==> config.mk <==
export PLATFORM = sky130hd
export DESIGN_NAME = grid_cell_first_free_allocator
export DESIGN_NICKNAME = d
export VERILOG_FILES = /design/src/design/gcffa_pkg.sv /design/src/design/gcffa_cfg.sv /design/src/design/gcffa_bitmap.sv /design/src/design/gcffa_find.sv /design/src/design/grid_cell_first_free_allocator.sv
export SDC_FILE = /design/constraint.sdc
export NUM_CORES = 1
export LEC_CHECK = 0
export BUFFER_PORTS_ARGS = -buffer_cell sky130_fd_sc_hd__buf_4
export CORE_ASPECT_RATIO = 1.4
export CORE_UTILIZATION = 56
export CTS_CLUSTER_DIAMETER = 30
export DETAILED_ROUTE_END_ITERATION = 12
export PLACE_DENSITY = 0.87
export SYNTH_ARGS = -nofsm -noshare
export SYNTH_HDL_FRONTEND = slang
export SYNTH_HIERARCHICAL = 1
export SYNTH_SLANG_ARGS = --single-unit
==> constraint.sdc <==
create_clock -name clk -period 7.1 [get_ports clk]
set_clock_uncertainty 0.2 [all_clocks]
set_input_delay 0 -clock clk [delete_from_list [all_inputs] [get_ports clk]]
set_output_delay 0 -clock clk [all_outputs]
set_load 0.02 [all_outputs]
==> src/design/gcffa_pkg.sv <==
// Shared types and constants for the grid cell first-free allocator.
package gcffa_pkg;

  localparam int CELLS_PER_SIDE_DEF = 16;

  localparam int COORD_W    = 4;
  localparam int CELL_PIX_W = 9;
  localparam int SHEET_W    = 8;
  localparam int PIX_W      = 12;
  localparam int PADDR_W    = 3;
  localparam int PDATA_W    = 32;

  localparam logic [PIX_W-1:0]      PIX_MAX          = 12'd4095;
  localparam logic [CELL_PIX_W-1:0] CELL_PIX_RST     = 9'd16;
  localparam logic [SHEET_W-1:0]    SHEET_RST        = 8'd0;

  typedef enum logic {
    CMD_ALLOC = 1'b0,
    CMD_FREE  = 1'b1
  } cmd_t;

  typedef enum logic [1:0] {
    STATUS_DONE     = 2'd0,
    STATUS_FULL     = 2'd1,
    STATUS_NOT_USED = 2'd2
  } status_t;

  typedef enum logic {
    REG_CELL_PIXELS = 1'b0,
    REG_SHEET       = 1'b1
  } reg_idx_t;

  // Update of one occupancy bit.
  typedef struct packed {
    logic en;
    logic set_bit;
  } map_op_t;

endpackage

==> src/design/gcffa_cfg.sv <==
// Configuration registers behind the APB-style port.
module gcffa_cfg (
  input  logic                                clk,
  input  logic                                rst_n,
  input  logic                                psel,
  input  logic                                penable,
  input  logic                                pwrite,
  input  logic [gcffa_pkg::PADDR_W-1:0]       paddr,
  input  logic [gcffa_pkg::PDATA_W-1:0]       pwdata,
  output logic [gcffa_pkg::PDATA_W-1:0]       prdata,
  output logic [gcffa_pkg::CELL_PIX_W-1:0]    cell_pixels,
  output logic [gcffa_pkg::SHEET_W-1:0]       sheet_number
);

  logic [gcffa_pkg::CELL_PIX_W-1:0] cell_pixels_r;
  logic [gcffa_pkg::SHEET_W-1:0]    sheet_number_r;
  logic                             wr_en;
  gcffa_pkg::reg_idx_t              reg_idx;

  assign wr_en   = psel && penable && pwrite;
  assign reg_idx = gcffa_pkg::reg_idx_t'(paddr[2]);

  always_ff @(posedge clk) begin
    if (!rst_n) begin
      cell_pixels_r  <= gcffa_pkg::CELL_PIX_RST;
      sheet_number_r <= gcffa_pkg::SHEET_RST;
    end else if (wr_en) begin
      case (reg_idx)
        gcffa_pkg::REG_CELL_PIXELS: cell_pixels_r  <= pwdata[gcffa_pkg::CELL_PIX_W-1:0];
        gcffa_pkg::REG_SHEET:       sheet_number_r <= pwdata[gcffa_pkg::SHEET_W-1:0];
        default: ;
      endcase
    end
  end

  always_comb begin
    case (reg_idx)
      gcffa_pkg::REG_CELL_PIXELS:
        prdata = {{(gcffa_pkg::PDATA_W-gcffa_pkg::CELL_PIX_W){1'b0}}, cell_pixels_r};
      gcffa_pkg::REG_SHEET:
        prdata = {{(gcffa_pkg::PDATA_W-gcffa_pkg::SHEET_W){1'b0}}, sheet_number_r};
      default: prdata = '0;
    endcase
  end

  assign cell_pixels  = cell_pixels_r;
  assign sheet_number = sheet_number_r;

endmodule

==> src/design/gcffa_bitmap.sv <==
// Occupancy bitmap: one flop per cell, cleared at reset.
module gcffa_bitmap #(
  parameter int CELLS_PER_SIDE = gcffa_pkg::CELLS_PER_SIDE_DEF,
  localparam int IDX_W = (CELLS_PER_SIDE > 1) ? $clog2(CELLS_PER_SIDE) : 1
) (
  input  logic                                          clk,
  input  logic                                          rst_n,
  input  gcffa_pkg::map_op_t                            op,
  input  logic [IDX_W-1:0]                              op_row,
  input  logic [IDX_W-1:0]                              op_col,
  output logic [CELLS_PER_SIDE-1:0][CELLS_PER_SIDE-1:0] occ
);

  logic [CELLS_PER_SIDE-1:0][CELLS_PER_SIDE-1:0] occ_r;

  always_ff @(posedge clk) begin
    if (!rst_n) begin
      occ_r <= '0;
    end else if (op.en) begin
      occ_r[op_row][op_col] <= op.set_bit;
    end
  end

  assign occ = occ_r;

endmodule

==> src/design/gcffa_find.sv <==
// First free cell search in row-major order over the occupancy bitmap.
module gcffa_find #(
  parameter int CELLS_PER_SIDE = gcffa_pkg::CELLS_PER_SIDE_DEF,
  localparam int IDX_W = (CELLS_PER_SIDE > 1) ? $clog2(CELLS_PER_SIDE) : 1
) (
  input  logic [CELLS_PER_SIDE-1:0][CELLS_PER_SIDE-1:0] occ,
  output logic                                          found,
  output logic [IDX_W-1:0]                              found_row,
  output logic [IDX_W-1:0]                              found_col
);

  logic [CELLS_PER_SIDE-1:0] row_has_free;
  logic [CELLS_PER_SIDE-1:0] row_word;

  // Rows with a free cell, then lowest such row.
  always_comb begin
    row_has_free = '0;
    found_row    = '0;
    for (int r = CELLS_PER_SIDE - 1; r >= 0; r--) begin
      row_has_free[r] = ~&occ[r];
      if (row_has_free[r]) begin
        found_row = IDX_W'(r);
      end
    end
  end

  assign found    = |row_has_free;
  assign row_word = occ[found_row];

  // Lowest free column within the chosen row.
  always_comb begin
    found_col = '0;
    for (int c = CELLS_PER_SIDE - 1; c >= 0; c--) begin
      if (!row_word[c]) begin
        found_col = IDX_W'(c);
      end
    end
  end

endmodule

==> src/design/grid_cell_first_free_allocator.sv <==
// Top level of the grid cell first-free allocator.
//
//  channel | handshake                     | payload
//  --------+-------------------------------+----------------------------------------
//  in      | in_valid / in_ready           | cmd, free_column, free_row
//  out     | out_valid / out_ready         | status, cell_column, cell_row,
//          |                               | pixel_left, pixel_top, sheet_out
//  cfg     | psel, penable, pwrite, pready | paddr, pwdata, prdata
//
// One item per cycle sustained while out_ready stays high; a result is offered
// once its item has moved from the input register into the result register.
// The search, bitmap update and pixel multiply all fit between those two registers.
// A stalled result holds in the result register; the input register still
// takes one more item and then in_ready drops until the result moves.
// rst_n is synchronous: it clears all cells to free and loads the register defaults.
module grid_cell_first_free_allocator #(
  parameter int CELLS_PER_SIDE = gcffa_pkg::CELLS_PER_SIDE_DEF
) (
  input  logic                                clk,
  input  logic                                rst_n,
  input  logic                                in_valid,
  output logic                                in_ready,
  input  logic                                in_cmd,
  input  logic [gcffa_pkg::COORD_W-1:0]       in_free_column,
  input  logic [gcffa_pkg::COORD_W-1:0]       in_free_row,
  output logic                                out_valid,
  input  logic                                out_ready,
  output logic [1:0]                          out_status,
  output logic [gcffa_pkg::COORD_W-1:0]       out_cell_column,
  output logic [gcffa_pkg::COORD_W-1:0]       out_cell_row,
  output logic [gcffa_pkg::PIX_W-1:0]         out_pixel_left,
  output logic [gcffa_pkg::PIX_W-1:0]         out_pixel_top,
  output logic [gcffa_pkg::SHEET_W-1:0]       out_sheet_out,
  input  logic                                psel,
  input  logic                                penable,
  input  logic                                pwrite,
  input  logic [gcffa_pkg::PADDR_W-1:0]       paddr,
  input  logic [gcffa_pkg::PDATA_W-1:0]       pwdata,
  output logic [gcffa_pkg::PDATA_W-1:0]       prdata,
  output logic                                pready
);

  localparam int IDX_W  = (CELLS_PER_SIDE > 1) ? $clog2(CELLS_PER_SIDE) : 1;
  localparam int EXT_W  = 7;
  localparam int PROD_W = IDX_W + gcffa_pkg::CELL_PIX_W;
  localparam logic [EXT_W-1:0] SIDE_EXT = EXT_W'(CELLS_PER_SIDE);

  // Saturating pixel position.
  function automatic logic [gcffa_pkg::PIX_W-1:0] pix_sat(input logic [PROD_W-1:0] prod);
    logic [PROD_W+gcffa_pkg::PIX_W-1:0] wide;
    wide = {{gcffa_pkg::PIX_W{1'b0}}, prod};
    if (wide > (PROD_W + gcffa_pkg::PIX_W)'(gcffa_pkg::PIX_MAX)) begin
      pix_sat = gcffa_pkg::PIX_MAX;
    end else begin
      pix_sat = wide[gcffa_pkg::PIX_W-1:0];
    end
  endfunction

  logic [gcffa_pkg::CELL_PIX_W-1:0] cell_pixels;
  logic [gcffa_pkg::SHEET_W-1:0]    sheet_number;

  // Input register.
  logic                            in_vld_r;
  gcffa_pkg::cmd_t                 cmd_r;
  logic [gcffa_pkg::COORD_W-1:0]   col_r;
  logic [gcffa_pkg::COORD_W-1:0]   row_r;

  // Result register.
  logic                            out_vld_r;
  gcffa_pkg::status_t              status_r,   status_nxt;
  logic [gcffa_pkg::COORD_W-1:0]   ccol_r,     ccol_nxt;
  logic [gcffa_pkg::COORD_W-1:0]   crow_r,     crow_nxt;
  logic [gcffa_pkg::PIX_W-1:0]     left_r,     left_nxt;
  logic [gcffa_pkg::PIX_W-1:0]     top_r,      top_nxt;
  logic [gcffa_pkg::SHEET_W-1:0]   sheet_r,    sheet_nxt;

  logic [CELLS_PER_SIDE-1:0][CELLS_PER_SIDE-1:0] occ;
  logic                 found;
  logic [IDX_W-1:0]     found_row;
  logic [IDX_W-1:0]     found_col;
  logic                 proc;
  logic [EXT_W-1:0]     fcol_ext;
  logic [EXT_W-1:0]     frow_ext;
  logic [EXT_W-1:0]     acol_ext;
  logic [EXT_W-1:0]     arow_ext;
  logic                 free_in_range;
  logic                 free_used;
  logic [PROD_W-1:0]    left_prod;
  logic [PROD_W-1:0]    top_prod;
  gcffa_pkg::map_op_t   map_op;
  logic [IDX_W-1:0]     op_row;
  logic [IDX_W-1:0]     op_col;

  gcffa_cfg u_cfg (
    .clk          (clk),
    .rst_n        (rst_n),
    .psel         (psel),
    .penable      (penable),
    .pwrite       (pwrite),
    .paddr        (paddr),
    .pwdata       (pwdata),
    .prdata       (prdata),
    .cell_pixels  (cell_pixels),
    .sheet_number (sheet_number)
  );

  gcffa_bitmap #(.CELLS_PER_SIDE(CELLS_PER_SIDE)) u_bitmap (
    .clk    (clk),
    .rst_n  (rst_n),
    .op     (map_op),
    .op_row (op_row),
    .op_col (op_col),
    .occ    (occ)
  );

  gcffa_find #(.CELLS_PER_SIDE(CELLS_PER_SIDE)) u_find (
    .occ       (occ),
    .found     (found),
    .found_row (found_row),
    .found_col (found_col)
  );

  assign pready = 1'b1;

  // Advance the held item when the result register is free or draining.
  assign proc     = in_vld_r && (!out_vld_r || out_ready);
  assign in_ready = !in_vld_r || proc;

  always_ff @(posedge clk) begin
    if (!rst_n) begin
      in_vld_r <= 1'b0;
    end else if (in_ready) begin
      in_vld_r <= in_valid;
    end
  end

  always_ff @(posedge clk) begin
    if (in_ready && in_valid) begin
      cmd_r <= gcffa_pkg::cmd_t'(in_cmd);
      col_r <= in_free_column;
      row_r <= in_free_row;
    end
  end

  // Free request: range check and current bit.
  assign fcol_ext      = {{(EXT_W-gcffa_pkg::COORD_W){1'b0}}, col_r};
  assign frow_ext      = {{(EXT_W-gcffa_pkg::COORD_W){1'b0}}, row_r};
  assign free_in_range = (fcol_ext < SIDE_EXT) && (frow_ext < SIDE_EXT);
  assign free_used     = free_in_range && occ[frow_ext[IDX_W-1:0]][fcol_ext[IDX_W-1:0]];

  // Allocation coordinates and pixel positions.
  assign acol_ext  = EXT_W'(found_col);
  assign arow_ext  = EXT_W'(found_row);
  assign left_prod = PROD_W'(found_col) * PROD_W'(cell_pixels);
  assign top_prod  = PROD_W'(found_row) * PROD_W'(cell_pixels);

  always_comb begin
    map_op.en      = 1'b0;
    map_op.set_bit = 1'b0;
    op_row         = found_row;
    op_col         = found_col;
    status_nxt     = gcffa_pkg::STATUS_DONE;
    ccol_nxt       = '0;
    crow_nxt       = '0;
    left_nxt       = '0;
    top_nxt        = '0;
    sheet_nxt      = '0;
    case (cmd_r)
      gcffa_pkg::CMD_ALLOC: begin
        if (found) begin
          map_op.en      = proc;
          map_op.set_bit = 1'b1;
          ccol_nxt       = acol_ext[gcffa_pkg::COORD_W-1:0];
          crow_nxt       = arow_ext[gcffa_pkg::COORD_W-1:0];
          left_nxt       = pix_sat(left_prod);
          top_nxt        = pix_sat(top_prod);
          sheet_nxt      = sheet_number;
        end else begin
          status_nxt = gcffa_pkg::STATUS_FULL;
        end
      end
      gcffa_pkg::CMD_FREE: begin
        op_row = frow_ext[IDX_W-1:0];
        op_col = fcol_ext[IDX_W-1:0];
        if (free_used) begin
          map_op.en = proc;
        end else begin
          status_nxt = gcffa_pkg::STATUS_NOT_USED;
        end
      end
      default: ;
    endcase
  end

  always_ff @(posedge clk) begin
    if (!rst_n) begin
      out_vld_r <= 1'b0;
    end else if (proc) begin
      out_vld_r <= 1'b1;
    end else if (out_ready) begin
      out_vld_r <= 1'b0;
    end
  end

  always_ff @(posedge clk) begin
    if (proc) begin
      status_r <= status_nxt;
      ccol_r   <= ccol_nxt;
      crow_r   <= crow_nxt;
      left_r   <= left_nxt;
      top_r    <= top_nxt;
      sheet_r  <= sheet_nxt;
    end
  end

  assign out_valid       = out_vld_r;
  assign out_status      = status_r;
  assign out_cell_column = ccol_r;
  assign out_cell_row    = crow_r;
  assign out_pixel_left  = left_r;
  assign out_pixel_top   = top_r;
  assign out_sheet_out   = sheet_r;

endmodule

* After elaboration in Yosys (flattened, before gate mapping)
Index checks and enable logic that the tools add are counted. W data, S select, Z words.
Storage, ports and cells: flip-flop bits (word level) 326
Operators by class: $mul 2, magnitude comparators 11, multiplexer cells 57, bitwise operators 3, reduce and logical (&&, ||, !) cells 49
Operators by type and width (count):
- $bwmux W256 | 1
- $reduce_and A16 Y1 | 16
- $mux W4 | 34
- $bmux W16 S4 | 2
- $demux W16 S4 | 1
- $pmux W32 S2 | 1
- $mux W16 | 3
- $lt A4 B5 Y1 const B | 7
- $gt A13 B12 Y1 const B | 2
- $mul A4 B9 Y13 | 2
- $mux W12 | 2
- $logic_not A1 Y1 | 18
- $reduce_or A16 Y1 | 1
- $ge A4 B1 Y1 const B | 2
- $logic_and A1 B1 Y1 | 8
- $mux W1 | 7
- $bmux W1 S4 | 1
- $demux W1 S4 | 1
- $mux W2 | 2
- $pmux W2 S2 | 1
- $reduce_and A2 Y1 | 2
- $not A1 Y1 | 3
- $logic_or A1 B1 Y1 | 2
- $pmux W1 S2 | 1
- 2 further kinds | 2

* Longest topological paths before layout
word-level depth 43, gate-level depth with buffers 30, mapped depth without buffers 25

* Modules after synthesis
Netlist, hierarchy kept.
By module, submodules not included:
- gcffa_bitmap | times used 1, cells an instance 1063, area an instance 10976.8 um2, seq. area each 5124.9 um2
- grid_cell_first_free_allocator | times used 1, cells an instance 569, area an instance 6427.4 um2, seq. area each 1571.5 um2
- gcffa_find | times used 1, cells an instance 492, area an instance 3183.1 um2, seq. area each 0.0 um2
- gcffa_cfg | times used 1, cells an instance 103, area an instance 970.9 um2, seq. area each 340.3 um2

* Least setup slack after synthesis
Ideal clock, no wire load.
kind reg2reg, start register u_bitmap.occ_r (netlist bit u_bitmap/occ[159]), end register left_r (netlist bit out_pixel_left[0]) (data pin), setup time 130 ps, arrival time 6272 ps, slack 498 ps, cell stages (with the launch flop) 26, path buffers 3, path through dfxtp_1 -> nand4_1 -> nor4_2 -> a211oi_4 -> a311oi_4 -> nor2_4 -> inv_6 -> buf_12 -> mux4_2 -> o221ai_1 -> nor2_1 -> a221o_1 -> a311oi_1 -> clkbuf_1 -> nand2_1 -> fa_1 -> inv_1 -> fa_1 -> fa_1 -> a21o_1 -> a21oi_1 -> o211ai_1 -> a211o_1 -> nand3_1 -> clkbuf_1 -> o21a_1
Between the ends: cells in the longest elaborated chain, start to end 32
RTL lines:
- start: declaration | RTL line gcffa_bitmap.sv:14 | logic [CELLS_PER_SIDE-1:0][CELLS_PER_SIDE-1:0] occ_r;
- start signal: indexed assignment | RTL line gcffa_bitmap.sv:20 | occ_r[op_row][op_col] <= op.set_bit;
- $reduce_and A16 Y1 | RTL line gcffa_find.sv:20 | row_has_free[r] = ~&occ[r];
- $mux W4 (10 in a row) | RTL line gcffa_find.sv:21 | if (row_has_free[r]) begin
- $bmux W16 S4 (*) | RTL line gcffa_find.sv:28 | assign row_word = occ[found_row];
- $mux W16 (not written as such) (*) | RTL line gcffa_find.sv:28
- $mux W4 (15 in a row) | RTL line gcffa_find.sv:34 | if (!row_word[c]) begin
- $mux W4 (*) | RTL line gcffa_find.sv:34
- net found_col[1] | RTL line grid_cell_first_free_allocator.sv:80 | logic [IDX_W-1:0] found_col;
- $mul A4 B9 Y13 (*) | RTL line grid_cell_first_free_allocator.sv:154 | assign left_prod = PROD_W'(found_col) * PROD_W'(cell_pixels);
- $gt A13 B12 Y1 (*) | RTL line grid_cell_first_free_allocator.sv:52 | if (wide > (PROD_W + gcffa_pkg::PIX_W)'(gcffa_pkg::PIX_MAX)) begin
- $mux W12 (*) | RTL line grid_cell_first_free_allocator.sv:52
- end signal: assignment | RTL line grid_cell_first_free_allocator.sv:210 | left_r <= left_nxt;
- end: declaration | RTL line grid_cell_first_free_allocator.sv:73 | logic [gcffa_pkg::PIX_W-1:0] left_r, left_nxt;
The timed path passes the listed nets; every way through them passes the cells marked *. The select of a mux whose other input is x is not followed. A chain may end at the register's enable or synchronous reset.

* Worst setup path after layout
start register u_bitmap.occ_r (netlist bit u_bitmap/occ[97]), end register left_r (netlist bit out_pixel_left[0]) (data pin)
Between the ends: cells in the longest elaborated chain, start to end 29
RTL lines (RTL line):
- $reduce_and A16 Y1 | gcffa_find.sv:20
- $mux W4 (7 in a row) | gcffa_find.sv:21
- $bmux W16 S4 (*) | gcffa_find.sv:28
- $mux W16 (not written as such) (*) | gcffa_find.sv:28
- $mux W4 (15 in a row) | gcffa_find.sv:34
- $mux W4 (*) | gcffa_find.sv:34
- net found_col[2] | grid_cell_first_free_allocator.sv:80
- $mul A4 B9 Y13 (*) | grid_cell_first_free_allocator.sv:154
- $gt A13 B12 Y1 (*) | grid_cell_first_free_allocator.sv:52
- $mux W12 (*) | grid_cell_first_free_allocator.sv:52
Marked as above.

==> summary.txt <==
Run status
  • Status: finished, violations left
  • Failing checks: negative setup slack

STA
  • Fmax: 0.1396 GHz
  • RSZ-0062 raised after global routing: true
  • Final setup violation count: 11
  • Final Cycle Share: 1.009
  • Final hold vios: 0
  • Slew Viols, Final: 0
  • Final setup margin: -0.06132 ns
  • Tightest Pin Transition: 1.365 ns
  • Post-layout min period: about 7.2 ns
  • Slew HR: 0.08970

Yosys
  • Synth Instances: 2227
  • Post-synthesis sequential area ratio: 0.3264
  • Synth cell types: 96
  • Number of synthesized flops with an enable pin: 51
  • Synthesized area per cell: slightly below 10 µm²
  • Synthesis warning total: 6
  • Post-synthesis instance area: ~22000 µm²
  • #FFs+latches synth: 326
  • Dominant synthesized flop cell: dfxtp_1
  • Post-synth ARST share: 0

Floorplanning
  • Die Height: 234.2 µm
  • Row count: 84
  • Starting Density: 0.5714
  • Core footprint: around 38000 µm²
  • Die area: slightly below 40000 µm²
  • I/O pin count: roughly 130
  • Die Width: roughly 170 µm

Pwr
  • Comb pwr share: 0.069
  • Clock power share: 0.553
  • Sequential Power Share: 0.377
  • Switching share of total power: 0.2619
  • Tot Pwr: 0.005078 W
  • Internal power: between 0.003 and 0.004 W
  • Peak supply drop: between 0.15 and 0.2 mV
  • Lkg Pwr: between 9 and 10 nW
  • Pwr dens: ~190 nW/µm²
  • P_sw: around 0.0013 W

Detailed routing
  • Routed vias: 22530
  • Number of DRC markers in iteration 0: around 3500
  • Final WL: ~86 mm
  • First-pass DRT Iterations: 9
  • Routed Antenna Nets: 0
  • Wirelength per Cell: ~29 µm
  • Via/cell ratio: about 7.7
  • DRC viols: 0

Clock tree
  • Sink Count: between 300 and 400
  • CTS max path bufs: 3
  • Clock slew at reported path FFs: ~0.060 ns
  • Total CTS buffers: 54
  • CTS tree: yes
  • Root Driver: clkbuf_16
  • H-tree levels: 2
  • Clk Latency, worst-skew pair: roughly 0.65 ns

Setup path
  • Critical-path top delay cell: or4_4
  • Setup CP Type: flop to flop
  • Required time of the critical path: a little over 7 ns
  • Worst reg2reg setup slack: -0.06 ns
  • Buf/Inv on CP: 6
  • CP peak stage delay: between 0.6 and 0.7 ns
  • Top cell family by delay on the critical path: compound AO/OA/AOI/OAI gates
  • Worst Setup End Kind: flop
  • Critical Path AT: 7.33 ns
  • CP Launch Type: flop
  • CP max FO: 18

Placement
  • PortBufs: between 70 and 80
  • Placed wire-length estimate: roughly 53 mm
  • Pre-CTS WS: -0.2636 ns
  • GP Congestion: roughly 1.1

Cells and area
  • Layout cells sized above 1: 0.2703
  • Fin util: 0.7056
  • Layout Nets: 2512
  • Area grow syn2layout: 23.49%

Global route
  • Gr usage total: 0.4163
  • Total gr overflow: 0
  • First-pass GRT wire length: between 100 and 150 mm
  • Largest net degree at the start of global routing: around 120
  • Vias in the first global route: 21270
  • Initial antenna violation count: 2

Flow run
  • Maxcap violations: 0

Worst hold path
  • Worst hold-check path type: input pin to flop
-- per-stage QoR --
step / area (µm²) / hold slack, ns / TNS, ns / instances
finish: 26620 / 0.01430 / -0.2456 / 2919
floorplan: 21640 / -0.1011 / 0 / 2249
CTS: 25800 / 0.03921 / 0 / 2873
detailed placement: 23230 / -0.01896 / -1.802 / 2717
global route: 26620 / 0.04268 / -2.731 / 2918
global placement: 23230 / -0.01806 / -0.2372 / 2717
-- logic make-up after synthesis --
group,synth area share
DFF,0.3264
buffers and inverters,0.08056
adders and majority gates,0.04573
and+or+nand+nor,0.1589
AOI/OAI and AO/OA,0.2406
xor gates and xnor gates,0.006906
muxes,0.1406
other,0.0003484
-- worst paths after layout --
path / startpoint / endpoint / cells after the start
worst min-delay path: psel / u_cfg/cell_pixels[8] / 3
worst max register to register: u_bitmap/occ[97] / out_pixel_left[0] / 26
worst min register to register: u_cfg/sheet_number[5] / u_cfg/sheet_number[5] / 2
worst max-delay path: u_bitmap/occ[97] / out_pixel_left[0] / 26
-- synth_stat cells (12+ instances only) --
cell      instances  area share
and2_1           78       0.023
fa_1             28       0.026
mux2i_1         134       0.062
edfxtp_1         51       0.071
buf_6            22       0.011
clkbuf_1        205       0.036
nand3_1          34      0.0079
a21oi_1          28      0.0065
a311oi_1         13      0.0053
o311ai_0        174       0.071
nor2_1           41      0.0071
buf_2            35      0.0081
nor4_1           76       0.022
o41ai_1         187       0.076
a31oi_1          13      0.0038
buf_4            31       0.011
o211ai_1         14      0.0049
nor3_1           15      0.0035
nor2b_1          15      0.0044
nand2_1         223       0.039
o21ai_0          38      0.0088
ha_1             34       0.020
inv_1            44      0.0077
mux2_2           21       0.011
mux4_2           46       0.048
dfxtp_1         275        0.26
o21a_1           32       0.011
o311ai_1         12      0.0049
mux4_1           15       0.018
nand4_1          76       0.022
-- repair_timing --
action | in CTS | in global routing
buffers inserted | 7 | 38
hold endpoints to repair | 75 | 0
hold buffers | 47 | 0
pin swaps | 20 | 72
endpoints found under the setup margin | 12 | 12
resized for setup | 29 | 109
gates cloned | 0 | 6
-- flip-flops by register name, summed over array words and instances (netlist names) --
signal	flops
u_bitmap/occ	256
in_vld_r	1
out_sheet_out	8
out_pixel_top	12
out_cell_row	4
out_cell_column	4
out_status	2
out_valid	1
u_cfg/cell_pixels	9
out_pixel_left	12
cmd_r	1
u_cfg/sheet_number	8
col_r	4
row_r	4
-- cell usage in the layout (no fill, tap or decap), types with 15 or more instances in the layout --
| cell | n |
|---|---|
| dfxtp_2 | 26 |
| o41ai_1 | 187 |
| mux4_2 | 46 |
| o21ai_0 | 35 |
| nand2_1 | 218 |
| clkbuf_16 | 63 |
| buf_12 | 21 |
| and2_1 | 75 |
| a21oi_1 | 24 |
| mux2_2 | 21 |
| nor2_1 | 40 |
| mux4_1 | 15 |
| o311ai_0 | 172 |
| nand4_1 | 76 |
| inv_1 | 43 |
| dfxtp_1 | 244 |
| nand3_1 | 31 |
| mux2i_1 | 132 |
| dlygate4sd3_1 | 47 |
| conb_1 | 24 |
| o21a_1 | 32 |
| nor4_1 | 72 |
| fa_1 | 26 |
| ha_1 | 32 |
| buf_4 | 313 |
| edfxtp_1 | 51 |
-- cell type report --
class / count / area [µm²]
Timing Repair Buffer: 400 / 3510
Multi-Input combinational cell: 1570 / 13300
Antenna cell: 1 / 2.502
Clock inverter: 35 / 385.4
Tap cell: 473 / 591.8
Clock buffer: 67 / 1556
Sequential cell: 326 / 7088
Inverter: 47 / 186.4
Fill cell: 2577 / 11110
-- power by group through the flow --
stage	registers [W]	logic (W)	clock network (W)
5_1_grt	0.00192	0.000360	0.00289
3_5_place_dp	0.00195	0.000313	0
4_1_cts	0.00192	0.000334	0.00277
2_1_floorplan	0.00196	0.000218	0
3_3_place_gp	0.00195	0.000306	0
6_report	0.00192	0.000351	0.00281
-- worst min-delay path: cells and delay by family --
kind                   cells  cell delay, ns
muxes                      1            0.15
buffers and inverters      1            0.13
and+or+nand+nor            1            0.50
-- layer usage --
| metal | vias to the layer above | track usage | routed length (µm) |
|---|---|---|---|
| met5 | - | 0.001242 | 23 |
| li1 | 9292 | - | - |
| met4 | 4 | 0.3790 | 9824 |
| met2 | 1991 | 0.6767 | 38520 |
| met3 | 637 | 0.1057 | 9897 |
| met1 | 10610 | 0.4493 | 27580 |
Power figures use the tool's default switching activity.
